--- src/hdl/fatcw_pkg.sv ---
`timescale 1ns / 1ps
// ----------------------------------------------------------------------------
// fatcw_pkg
// Shared types and constants of the FAT12 cluster chain walker.
// ----------------------------------------------------------------------------
package fatcw_pkg;

  localparam int FAT_BYTES_DEF = 8192;
  localparam int QDEPTH        = 2;

  localparam int REQ_W     = 2;
  localparam int FADDR_W   = 13;
  localparam int BYTE_W    = 8;
  localparam int CLUSTER_W = 12;
  localparam int LBA_W     = 20;
  localparam int ROOT_W    = 16;
  localparam int SPC_W     = 8;
  localparam int CFG_W     = 16;
  localparam int CFG_IDX_W = 1;

  localparam logic [REQ_W-1:0] REQ_LOAD  = 2'd0;
  localparam logic [REQ_W-1:0] REQ_START = 2'd1;
  localparam logic [REQ_W-1:0] REQ_STEP  = 2'd2;

  localparam logic [CFG_IDX_W-1:0] CFG_ROOT = 1'b0;
  localparam logic [CFG_IDX_W-1:0] CFG_SPC  = 1'b1;

  localparam logic [ROOT_W-1:0]    ROOT_RESET = 16'd33;
  localparam logic [SPC_W-1:0]     SPC_RESET  = 8'd1;
  localparam logic [CLUSTER_W-1:0] END_MARK   = 12'hFF8;
  localparam logic [CLUSTER_W-1:0] FIRST_DATA = 12'd2;
  localparam logic [BYTE_W-1:0]    BYTE_OOB   = 8'hFF;

  typedef enum logic [1:0] {
    OP_LOAD,
    OP_START,
    OP_STEP
  } op_t;

  typedef enum logic [1:0] {
    STS_OK,
    STS_NO_CHAIN,
    STS_LOW_CLUSTER
  } status_t;

  typedef struct packed {
    op_t                  op;
    logic [FADDR_W-1:0]   addr;
    logic [BYTE_W-1:0]    data;
    logic [CLUSTER_W-1:0] first;
  } q_item_t;

  typedef struct packed {
    logic [ROOT_W-1:0] root;
    logic [SPC_W-1:0]  spc;
  } cfg_t;

  typedef struct packed {
    logic [CLUSTER_W-1:0] cluster;
    logic [LBA_W-1:0]     lba;
    logic                 last;
    status_t              status;
  } result_t;

endpackage

--- src/hdl/fatcw_queue.sv ---
`timescale 1ns / 1ps
// ----------------------------------------------------------------------------
// fatcw_queue
// Short request queue between the front and the back end.
// ----------------------------------------------------------------------------
module fatcw_queue (
  input  logic               clk,
  input  logic               rst_n,
  input  logic               push,
  input  fatcw_pkg::q_item_t push_item,
  output logic               full,
  input  logic               pop,
  output logic               valid,
  output fatcw_pkg::q_item_t head
);
  import fatcw_pkg::*;

  localparam int PTR_W = (QDEPTH > 1) ? $clog2(QDEPTH) : 1;
  localparam int CNT_W = $clog2(QDEPTH + 1);

  q_item_t            slot_r [QDEPTH];
  logic [PTR_W-1:0]   wr_ptr_r, rd_ptr_r;
  logic [CNT_W-1:0]   count_r;
  logic               do_push, do_pop;

  assign full    = (count_r == CNT_W'(QDEPTH));
  assign valid   = (count_r != '0);
  assign head    = slot_r[rd_ptr_r];
  assign do_push = push && !full;
  assign do_pop  = pop && valid;

  always_ff @(posedge clk) begin
    if (do_push) begin
      slot_r[wr_ptr_r] <= push_item;
    end
  end

  always_ff @(posedge clk) begin
    if (!rst_n) begin
      wr_ptr_r <= '0;
      rd_ptr_r <= '0;
      count_r  <= '0;
    end else begin
      if (do_push) begin
        wr_ptr_r <= (wr_ptr_r == PTR_W'(QDEPTH - 1)) ? '0 : wr_ptr_r + 1'b1;
      end
      if (do_pop) begin
        rd_ptr_r <= (rd_ptr_r == PTR_W'(QDEPTH - 1)) ? '0 : rd_ptr_r + 1'b1;
      end
      count_r <= count_r + CNT_W'(do_push) - CNT_W'(do_pop);
    end
  end

endmodule

--- config.mk ---
export PLATFORM = sky130hd
export DESIGN_NAME = fatcw_queue
export DESIGN_NICKNAME = d
export VERILOG_FILES = /design/src/hdl/fatcw_pkg.sv /design/src/hdl/fatcw_queue.sv
export SDC_FILE = /design/constraint.sdc
export NUM_CORES = 1
export LEC_CHECK = 0
export BUFFER_PORTS_ARGS = -buffer_cell sky130_fd_sc_hd__buf_4
export CAP_MARGIN = 40
export CORE_UTILIZATION = 50
export CTS_CLUSTER_SIZE = 40
export DETAILED_ROUTE_END_ITERATION = 8
export PLACE_DENSITY_LB_ADDON = 0.3
export SLEW_MARGIN = 15
export SYNTH_ARGS = -nofsm -noshare
export SYNTH_HDL_FRONTEND = slang
export SYNTH_SLANG_ARGS = --single-unit
--- constraint.sdc ---
create_clock -name clk -period 2.75 [get_ports clk]
set_input_delay 0.1375 -clock clk [delete_from_list [all_inputs] [get_ports clk]]
set_output_delay 0.1375 -clock clk [all_outputs]
set_load 0.01 [all_outputs]
==> run_results.csv <==
group,metric,value,unit
sta,finalHoldViolations,0,
cells_and_area,areaGrowthSynthToFinish,39.1,%
clocking,root_buffer,"clkbuf_8",
floorplanning,row_count,27,
critical_path,cpPeakStageDelay,0.57,ns
route,dr.first_iter.drc_count,45,
route,wirelength,5070,microns
sta,clock_skew,0.00651,ns
placement,gp_congestion,0.739,
placement,port_buffers,75,
pwr,switching_share,26.8,%
pwr,switchingPower,0.000930,W
sta,timing.final.ws_setup,0.710,ns
critical_path,cp-end-kind,"output port",
logic_synthesis,syn_inst,136,
run,maxCapViolCount,0,
sta,finalSetupViolations,0,
status,status,"finished clean",
pwr,internal_power,0.00254,W
route,vias,1559,
critical_path,cp_max_fo,23,
pwr,clkPwrFrac,22.5,%
logic_synthesis,ys_ff_latch,75,
logic_synthesis,avgSynthCellArea,21.4,sq um
floorplanning,start_util,52.3,%
pwr,vdd_drop_max,676,uV
cells_and_area,fin_util,72.8,%
floorplanning,fp.dieW,78.4,microns
logic_synthesis,ys_types,19,
cells_and_area,nNetsFinal,296,
logic_synthesis,synth_nets,177,
sta,fmax,490,MHz
global_routing,grt_overflow,0,
logic_synthesis,yosysSeqAreaShare,75.5,%
clocking,cts_sinks,75,
global_routing,antenna_found_initial,0,
critical_path,cpMaxStageDelayCell,"dfxtp_2",
critical_path,crit_chain,"buf_4, mux2_2, buf_4",
logic_synthesis,synth_edf_count,70,
worst_hold_path,min_path_type,"in -> reg",
route,drc,0,
clocking,cts_buffers,9,
clocking,cts_buffer_depth,2,
cells_and_area,multiInputGateArea,641,sq um
logic_synthesis,yosysWarnings,0,
sta,min_period_over_period,74.2,%
pwr,pwr-share-seq,45.3,%
logic_synthesis,synthArstFlopShare,0,%
logic_synthesis,synth_top_area_cell,"edfxtp_1",
sta,rsz0062_at_grt,"false",
route,routed_via_density,4.70,
floorplanning,fp.dieH,78.4,microns
route,drt.antenna.violating_nets,0,
clocking,cts_tree,"done",
critical_path,critPathLaunchType,"register",
route,drtPass1Iterations,4,
logic_synthesis,synthFlopType,"edfxtp_1",
global_routing,grt_pass1_vias,1664,
sta,setup_tns,0,ns
logic_synthesis,synth_most_common_cell,"edfxtp_1",
sta,worst_pin_slew,0.831,ns
logic_synthesis,synth_commonest_cells,"edfxtp_1 (70), mux2_4 (30), dfxtp_1 (5), mux2_2 (5), nor2_1 (4)",
floorplanning,boundaryPins,76,
floorplanning,core_area,5570,sq um
logic_synthesis,syn-cell-area,2920,sq um
global_routing,grt_pass1_wl,7890,microns
clocking,insertion_delay,0.33,ns
placement,pre_cts_ws,0.976,ns
clocking,clk_pin_slew_worst_paths,0.07,ns
sta,fin_crit,2.04,ns
global_routing,track_usage,18.1,%
pwr,total_power,0.00347,W
pwr,pwr-share-comb,32.3,%
critical_path,critical_path_class,"reg -> out",
pwr,leakage,1.63,nW
sta,report.final.slew_viol_count,0,
cells_and_area,n_antenna_cell,0,
pwr,power_density,855,nW/um^2
critical_path,worst-path-buf-inv,2,
clocking,h-tree-depth,3,
critical_path,worstPathRequired,2.61,ns
cells_and_area,layout-drive-gt1-share,50.0,%
critical_path,worstPathArrival,1.90,ns
cells_and_area,ff_latch_area,2200,sq um
logic_synthesis,netlist_top_cells_area,"edfxtp_1 (72%), mux2_4 (15%), dfxtp_1 (3.4%)",
cells_and_area,nFillCells,347,
sta,worst_slew_margin_rel,44.6,%
global_routing,grt_max_degree,36,
critical_path,cp_common_cell,"buf_4",
placement,dp_hpwl,3270,microns
clocking,postCtsSetupBuffers,0,
floorplanning,die_area,6140,sq um
logic_synthesis,synth_top_area_share,72.1,%
clocking,cts-resized-gates,0,
critical_path,critPathTopFamily,"buffers and inverters",
critical_path,r2r_slack,0.99,ns
route,wl_per_cell,15.3,microns
-- path summary, 6_finish.rpt --
kind / start / to / depth (start not counted)
min: rst_n / count_r[0] / 2
max: register / head[23] / 3
max reg2reg: count_r[0] / slot_r[0][29] / 4
min reg2reg: rd_ptr_r / rd_ptr_r / 2
-- per-layer routing --
layer,share of wire [%],global-route usage [%]
met5,0,0
met4,2.1,11.1
met3,3.2,3.95
met2,56,32.3
met1,39,19.4
-- cell families (layout without fill, tap and decap cells) --
| kind of cell | after synthesis | in the layout | share of synthesized area [%] |
|---|---|---|---|
| DFF | 75 | 75 | 75.5 |
| muxes | 36 | 36 | 17.7 |
| buffers and inverters | 7 | 131 | 2.83 |
| and+or+nand+nor | 13 | 13 | 2.23 |
| adders and majority gates | 2 | 2 | 0.858 |
| xor gates and xnor gates | 2 | 2 | 0.601 |
| AOI/OAI and AO/OA | 1 | 1 | 0.257 |
-- cell usage in the layout, fill, tap and decap left out, types with 2 or more instances in the layout --
master         count
buf_4             77
ha_1               2
nor2_1             3
clkinv_2           3
clkbuf_8           9
dfxtp_1            4
mux2_4            30
and2_1             2
inv_1              3
nand2b_1           2
mux2_2             5
nand2_1            2
dlygate4sd3_1     35
edfxtp_1          70
-- layout make-up --
type	count	share of cell area, %
Inverter	3	0.278
Multi-Input combinational cell	54	15.8
Sequential cell	75	54.3
Timing Repair Buffer	112	22.9
Clock inverter	6	1.39
Tap cell	72	2.22
Clock buffer	10	3.15
-- registers in the layout, indices dropped and copies added (netlist names), named ones only --
name	count
wr_ptr_r	1
rd_ptr_r	1
slot_r	70
count_r	2
-- metrics by stage --
step                std cells  instance area, sq um  hold slack (ns)
finish                    332                  4060           0.0454
global route              332                  4060           0.0411
CTS                       332                  4060           0.0339
detailed placement        281                  3520            0.326
global placement          281                  3520            0.322
floorplan                 136                  2920            0.236
-- power groups by stage --
stage               registers, W  clock network [W]  logic (W)
floorplan                0.00155                  0   0.000755
global placement         0.00158                  0    0.00106
detailed placement       0.00160                  0    0.00109
CTS                      0.00157           0.000794    0.00113
global route             0.00159           0.000835    0.00120
finish                   0.00157           0.000779    0.00112
-- repair_timing --
action | 4_1_cts | 5_1_grt
endpoints found under the setup margin | 0 | 0
hold endpoints to repair | 70 | 0
hold buffers | 35 | 0
No activity file was read; power rests on OpenSTA's default activity.
